[config.mk]
export PLATFORM = sky130hd
export DESIGN_NAME = toeq_ram
export DESIGN_NICKNAME = d
export VERILOG_FILES = /design/src/timestamp_ordered_event_queue_macros.svh /design/src/toeq_pkg.sv /design/src/toeq_ram.sv
export SDC_FILE = /design/constraint.sdc
export NUM_CORES = 1
export LEC_CHECK = 0
export ABC_AREA = 1
export BUFFER_PORTS_ARGS = -buffer_cell sky130_fd_sc_hd__buf_2
export CORE_AREA = 2 2 271 206
export CTS_CLUSTER_DIAMETER = 150
export DETAILED_ROUTE_END_ITERATION = 16
export DIE_AREA = 0 0 273 208
export PLACE_DENSITY = 0.58
export SLEW_MARGIN = 20
export SYNTH_ARGS = -nofsm -noshare
export SYNTH_HDL_FRONTEND = slang
export SYNTH_SLANG_ARGS = --single-unit
[constraint.sdc]
create_clock -name i_clk -period 4.2 [get_ports i_clk]
set_clock_uncertainty 0.05 [all_clocks]
set_input_delay 0.42 -clock i_clk [delete_from_list [all_inputs] [get_ports i_clk]]
set_output_delay 0.42 -clock i_clk [all_outputs]
set_load 0.02 [all_outputs]
[src/timestamp_ordered_event_queue_macros.svh]
// Assertion macros for the timestamp-ordered event queue.
`ifndef TIMESTAMP_ORDERED_EVENT_QUEUE_MACROS_SVH
`define TIMESTAMP_ORDERED_EVENT_QUEUE_MACROS_SVH

// Consequent must hold in the same cycle as the antecedent.
`define TOEQ_CHECK_NOW(label, ante, cons) \
    label: assert property (@(posedge i_clk) disable iff (!i_rst_n) (ante) |-> (cons)) \
        else $error("event queue check failed");

// Consequent must hold in the cycle after the antecedent.
`define TOEQ_CHECK_NEXT(label, ante, cons) \
    label: assert property (@(posedge i_clk) disable iff (!i_rst_n) (ante) |=> (cons)) \
        else $error("event queue check failed");

`endif

[src/toeq_pkg.sv]
// Shared types and constants of the timestamp-ordered event queue.
`default_nettype none

package toeq_pkg;

    localparam int TIME_W = 48;
    localparam int OBJ_W = 10;
    localparam int KIND_W = 8;
    localparam int PAY_W = 32;
    localparam int STATUS_W = 2;

    localparam int DEPTH_DEF = 64;
    localparam int PAYLOAD_BITS_DEF = 32;

    localparam logic CMD_INSERT = 1'b0;
    localparam logic CMD_DELIVER = 1'b1;

    typedef enum logic [STATUS_W-1:0] {
        ST_INSERTED  = 2'd0,
        ST_FULL      = 2'd1,
        ST_DELIVERED = 2'd2,
        ST_EMPTY     = 2'd3
    } t_status;

endpackage

`default_nettype wire

[src/toeq_ram.sv]
// Simple dual-port event store: one write port, one registered read port.
`default_nettype none

module toeq_ram #(
    parameter int DEPTH = toeq_pkg::DEPTH_DEF,
    parameter int WIDTH = 8,
    parameter int AW = 6
) (
    input  wire logic             i_clk,
    input  wire logic             i_we,
    input  wire logic [AW-1:0]    i_waddr,
    input  wire logic [WIDTH-1:0] i_wdata,
    input  wire logic             i_re,
    input  wire logic [AW-1:0]    i_raddr,
    output logic      [WIDTH-1:0] o_rdata
);

    logic [WIDTH-1:0] r_mem [DEPTH];
    logic [WIDTH-1:0] r_rdata;

    always_ff @(posedge i_clk) begin
        if (i_we) begin
            r_mem[i_waddr] <= i_wdata;
        end
    end

    always_ff @(posedge i_clk) begin
        if (i_re) begin
            r_rdata <= r_mem[i_raddr];
        end
    end

    assign o_rdata = r_rdata;

endmodule

`default_nettype wire
==> impl_metrics.env, run 1 <==
export IMPL_chipHeight_um=208
export IMPL_rsz0062_at_grt="false"
export IMPL_avgSynthCellArea_sq_um=11.9
export IMPL_dr_pass1_iters=6
export IMPL_netlist_area_sq_um=21400
export IMPL_critPathCaptureType="register"
export IMPL_syn_inst=1805
export IMPL_yosysTopAreaCell="edfxtp_1"
export IMPL_first_iter_violations=1708
export IMPL_gp_congestion=0.856
export IMPL_yosys_top_cells_area="edfxtp_1, nand2_1, nand3_1"
export IMPL_leakagePower_nw=8.28
export IMPL_numClockSinks=520
export IMPL_finalSetupTns_ns=0
export IMPL_path_class="in -> reg"
export IMPL_cts_buffers=49
export IMPL_core_area_sq_um=54100
export IMPL_period_share_pct=56.3
export IMPL_initial_core_util_pct=39.6
export IMPL_die_area_sq_um=56800
export IMPL_drc_errors=0
export IMPL_htreeDepth=2
export IMPL_grt_pass1_wl_mm=83.2
export IMPL_grt_ovfl_total=0
export IMPL_die_x_um=273
export IMPL_cts_clk_slew_worst_paths_ns=0.06
export IMPL_min_path_type="in -> reg"
export IMPL_start_kind="input port"
export IMPL_seq_area_frac_synth_pct=72.9
export IMPL_clock_latency_ns=0.58
export IMPL_rows=74
export IMPL_ys_ff_latch=520
export IMPL_final_nets=1832
export IMPL_cts_resized=0
export IMPL_slew_violations=0
export IMPL_cp_data_required_time_ns=4.47
export IMPL_via_count=13900
export IMPL_routed_via_density=5.40
export IMPL_synth_cell_types=15
export IMPL_worstPathArrival_ns=2.64
export IMPL_antenna_found_initial=1
export IMPL_hold_violations=0
export IMPL_maxCapViolCount=0
export IMPL_cts_tree="yes"
export IMPL_synth_top_cell_area_share_pct=72.9
export IMPL_syn_nets=1828
export IMPL_hpwl_mm=32.2
export IMPL_num_io_pins=31
export IMPL_worstPathMaxFanout=92
export IMPL_max_clock_freq_ghz=0.423
export IMPL_tightestPinTransition_ns=0.930
export IMPL_antenna_left=0
export IMPL_power_density_nw_per_um2=451
export IMPL_grt_max_degree=157
export IMPL_dpl_cell_area_sq_um=22000
export IMPL_io_buffers=30
export IMPL_peakVddDrop_mv=0.311
export IMPL_grt_pass1_vias=13000
export IMPL_grt_usage_pct=19.3
export IMPL_cts_setup_buffers=0
export IMPL_relSlewSlack_pct=37.7
export IMPL_final_area_sq_um=23500
export IMPL_postRouteWirelength_mm=55.3
export IMPL_setup_viol=0
export IMPL_root_buffer="clkbuf_16"
export IMPL_avgRoutedWirePerCell_um=21.5
export IMPL_ys_warnings_count=0
export IMPL_period_minus_slack_ns=2.36
export IMPL_drive_gt1_share_pct=7.03
export IMPL_clock_path_buffers=3
export IMPL_status="complete, no violations"
export IMPL_cts_hold_buf=0
export IMPL_syn2layout_area_growth_pct=9.59
[flip-flops by register name (all words and copies together) (netlist names)]
register,cells
r_mem,512
o_rdata,8
[final timing paths]
check        slack [ns]  depth (start not counted)         start    endpoint
max                1.84                         11    i_raddr[0]  o_rdata[5]
min                0.19                          1          i_re  o_rdata[0]
max reg2reg        2.54                          8  r_mem[57][7]  o_rdata[7]
min reg2reg        0.86                          8  r_mem[38][2]  o_rdata[2]
[area by class of cell]
class	instances	area [sq um]
clock buffers	72	1360
well taps	722	903
repair buffers	66	479
multi-input cells	1160	4960
inverters	12	52.6
flip-flops and latches	520	15600
fillers	5059	30600
clock inverters	18	108
diodes	1	2.50
[critical path, cell delays in order]
cell	delay [ns]
buf_6	0.39
inv_6	0.30
buf_12	0.36
nand2_1	0.11
nand3_1	0.09
nand3_1	0.15
nand2_1	0.11
nand2_1	0.08
nand3_1	0.11
nand3_1	0.18
nand2_1	0.08
[stage by stage]
| stage | total power, mW | util (%) | setup slack, ns | hold slack (ns) | std cells |
|---|---|---|---|---|---|
| 6_report | 10.6 | 43.4 | 1.84 | 0.186 | 2571 |
| 5_1_grt | 10.9 | 43.4 | 1.71 | 0.170 | 2571 |
| 4_1_cts | 10.7 | 43.4 | 1.91 | 0.160 | 2570 |
| 3_5_place_dp | 6.55 | 40.7 | 1.32 | 0.765 | 2480 |
| 3_3_place_gp | 6.54 | 40.7 | 1.32 | 0.771 | 2480 |
| 2_1_floorplan | 6.29 | - | 1.96 | 0.469 | 1805 |
[logic make-up (layout without fill, tap and decap cells)]
logic type	after synthesis	in the layout	synth area share (%)
and+or+nand+nor	1160	1160	23.1
DFF	520	520	72.9
buffers and inverters	125	168	4.01
other	0	1	0
[layout by cell type (no fill, tap or decap)]
master and count:
buf_6 1, clkinvlp_4 1, nor4_2 2, nand2_1 648, clkbuf_1 21, diode_2 1, buf_2 28, inv_4 1
inv_1 8, clkbuf_16 51, nor4_1 6, inv_2 2, clkinv_2 4, buf_4 33, bufinv_16 1, clkinv_1 11
inv_6 2, edfxtp_1 520, nor2_1 56, nand3_1 439, nand4_1 9, buf_12 4
[cell usage after synthesis]
| master | number |
|---|---|
| buf_6 | 35 |
| inv_2 | 1 |
| buf_2 | 37 |
| edfxtp_1 | 520 |
| nand3_1 | 439 |
| nor2_1 | 56 |
| nor4_1 | 8 |
| buf_8 | 2 |
| buf_1 | 10 |
| inv_6 | 1 |
| clkbuf_1 | 15 |
| nand2_1 | 648 |
| buf_4 | 14 |
| inv_1 | 10 |
| nand4_1 | 9 |
[routing by layer]
layer  wire (um)  GRT usage, %
met2       23800          27.8
met4        1050          4.18
met1       25800          30.3
met3        4640          3.62
met5           0             0
[where the power goes]
part	leakage (nW)	internal [mW]	switching, mW
registers	4.69	5.76	0.0174
clock network	0.705	2.29	1.86
logic	2.89	0.156	0.517
total	8.28	8.20	2.39
No activity file was read; power rests on OpenSTA's default activity.
==> run 2: changes to the inputs <==
--- a/config.mk
+++ b/config.mk
@@ -11,7 +11,7 @@
 export CTS_CLUSTER_DIAMETER = 150
 export DETAILED_ROUTE_END_ITERATION = 16
 export DIE_AREA = 0 0 273 208
-export PLACE_DENSITY = 0.58
+export PLACE_DENSITY = 0.6
 export SLEW_MARGIN = 20
 export SYNTH_ARGS = -nofsm -noshare
 export SYNTH_HDL_FRONTEND = slang
==> constraint.sdc (replaced) <==
create_clock -name i_clk -period 2.1 [get_ports i_clk]
set_clock_uncertainty 0.05 [all_clocks]
set_input_delay 0.21 -clock i_clk [delete_from_list [all_inputs] [get_ports i_clk]]
set_output_delay 0.21 -clock i_clk [all_outputs]
set_load 0.02 [all_outputs]
==> impl_metrics.env, run 2 (synthesized netlist as in run 1, its figures left out) <==
export IMPL_period_share_pct=76.9
export IMPL_rows=74
export IMPL_num_io_pins=31
export IMPL_gp_congestion=0.868
export IMPL_place_ws_ns=-0.00443
export IMPL_min_path_type="in -> reg"
export IMPL_first_iter_violations=1956
export IMPL_cts_setup_buffers=0
export IMPL_chipHeight_um=208
export IMPL_tightestPinTransition_ns=1.04
export IMPL_status="complete, no violations"
export IMPL_dpl_cell_count=2570
export IMPL_core_area_sq_um=54100
export IMPL_antenna_left=0
export IMPL_cts_buffers=49
export IMPL_drc_errors=0
export IMPL_dr_pass1_iters=6
export IMPL_via_count=14100
export IMPL_maxCapViolCount=0
export IMPL_setup_viol=0
export IMPL_die_area_sq_um=56800
export IMPL_hpwl_mm=34.0
export IMPL_cpLargestDelayFamily="flip-flops"
export IMPL_relSlewSlack_pct=30.7
export IMPL_grt_pass1_wl_mm=84.8
export IMPL_largest_reg_flops=512
export IMPL_mostFrequentLayoutCell="nand2_1"
export IMPL_routed_via_density=5.31
export IMPL_path_class="reg -> out"
export IMPL_syn2layout_area_growth_pct=14.7
export IMPL_io_buffers=30
export IMPL_slew_violations=0
export IMPL_numClockSinks=520
export IMPL_cp_data_required_time_ns=1.84
export IMPL_largest_register="r_mem"
export IMPL_leakagePower_nw=8.93
export IMPL_hold_violations=0
export IMPL_clock_latency_ns=0.58
export IMPL_root_buffer="clkbuf_16"
export IMPL_grt_ovfl_total=0
export IMPL_postRouteWirelength_mm=55.9
export IMPL_peakVddDrop_mv=0.650
export IMPL_worstPathMaxFanout=2
export IMPL_initial_core_util_pct=39.6
export IMPL_power_density_nw_per_um2=892
export IMPL_cts_clk_slew_worst_paths_ns=0.06
export IMPL_layout_cells_non_filler=2664
export IMPL_critPathCaptureType="output port"
export IMPL_rsz0062_at_grt="false"
export IMPL_cts_tree="yes"
export IMPL_htreeDepth=2
export IMPL_total_power_mw=21.9
export IMPL_layout_common_cells="nand2_1, edfxtp_1, nand3_1"
export IMPL_critPathMaxStageDelay_ns=0.54
export IMPL_clock_path_buffers=3
export IMPL_drive_gt1_share_pct=11.7
export IMPL_avgRoutedWirePerCell_um=21.0
export IMPL_worstPathArrival_ns=1.36
export IMPL_grt_pass1_vias=13500
export IMPL_finalSetupTns_ns=0
export IMPL_start_kind="register"
export IMPL_antenna_found_initial=4
export IMPL_max_clock_freq_ghz=0.619
export IMPL_grt_max_degree=76
export IMPL_final_nets=1923
export IMPL_fin_ws_ns=0.485
export IMPL_die_x_um=273
export IMPL_cp_buffers_inverters=1
export IMPL_period_minus_slack_ns=1.62
export IMPL_grt_usage_pct=19.8
export IMPL_path_cells="buf_2"
export IMPL_slowest_stage="edfxtp_1"
[run 2: changes by cell type in the layout (fill, tap and decap cells not counted), sizes merged]
cell,before,now
clkbuf,72,57
inv,13,12
buf,66,156
dlygate4sd3,0,1
clkinv,15,26
bufinv,1,6
diode,1,3
[run 2: cell type report]
class / count / area [sq um]
multi-input cells: 1160 / 4950
clock inverters: 33 / 310
diodes: 3 / 7.51
flip-flops and latches: 520 / 15600
clock buffers: 57 / 1280
inverters: 12 / 52.6
fillers: 4876 / 29500
repair buffers: 157 / 1450
well taps: 722 / 903
[run 2: through the flow]
step / utilization, % / hold slack (ns) / instance area, sq um
final: 45.4 / 0.0699 / 24600
after global routing: 45.4 / 0.0835 / 24600
after CTS: 45.4 / 0.0470 / 24600
after detailed placement: 42.5 / 0.588 / 23000
after global placement: 42.5 / 0.584 / 23000
after floorplan: - / 0.259 / 21400
[run 2: worst paths after layout]
| path | start | endpoint | slack, ns | depth (start not counted) |
|---|---|---|---|---|
| worst min register to register | r_mem[20][3] | o_rdata[3] | 0.85 | 8 |
| worst min-delay path | i_raddr[5] | o_rdata[5] | 0.07 | 3 |
| worst max-delay path | o_rdata[7] | o_rdata[7] | 0.48 | 1 |
| worst max register to register | r_mem[39][4] | o_rdata[4] | 0.56 | 8 |
[run 2: report_power, final]
part           internal, mW  switching (mW)  total (mW)
Clock                  5.08            3.80        8.88
Combinational         0.421            1.05        1.47
Sequential             11.5          0.0439        11.6
[run 2: worst reg2reg max path, delay by kind of cell (launching register included)]
family,cells,cell delay [ns]
and+or+nand+nor,8,0.89
DFF,1,0.36
[run 2: routing by layer]
layer / global-route usage (%) / up-vias / part of all wire [%]
li1: - / 6547 / -
met1: 30.6 / 6922 / 47
met2: 27.8 / 596 / 42
met3: 4.89 / 74 / 9.8
met4: 4.33 / 2 / 1.7
met5: 0 / - / 0.023
[run 2: repair_timing]
action / in CTS / in global routing
hold buffers: 1 / 0
gates resized for setup: 0 / 0
endpoints found under the hold margin: 8 / 0
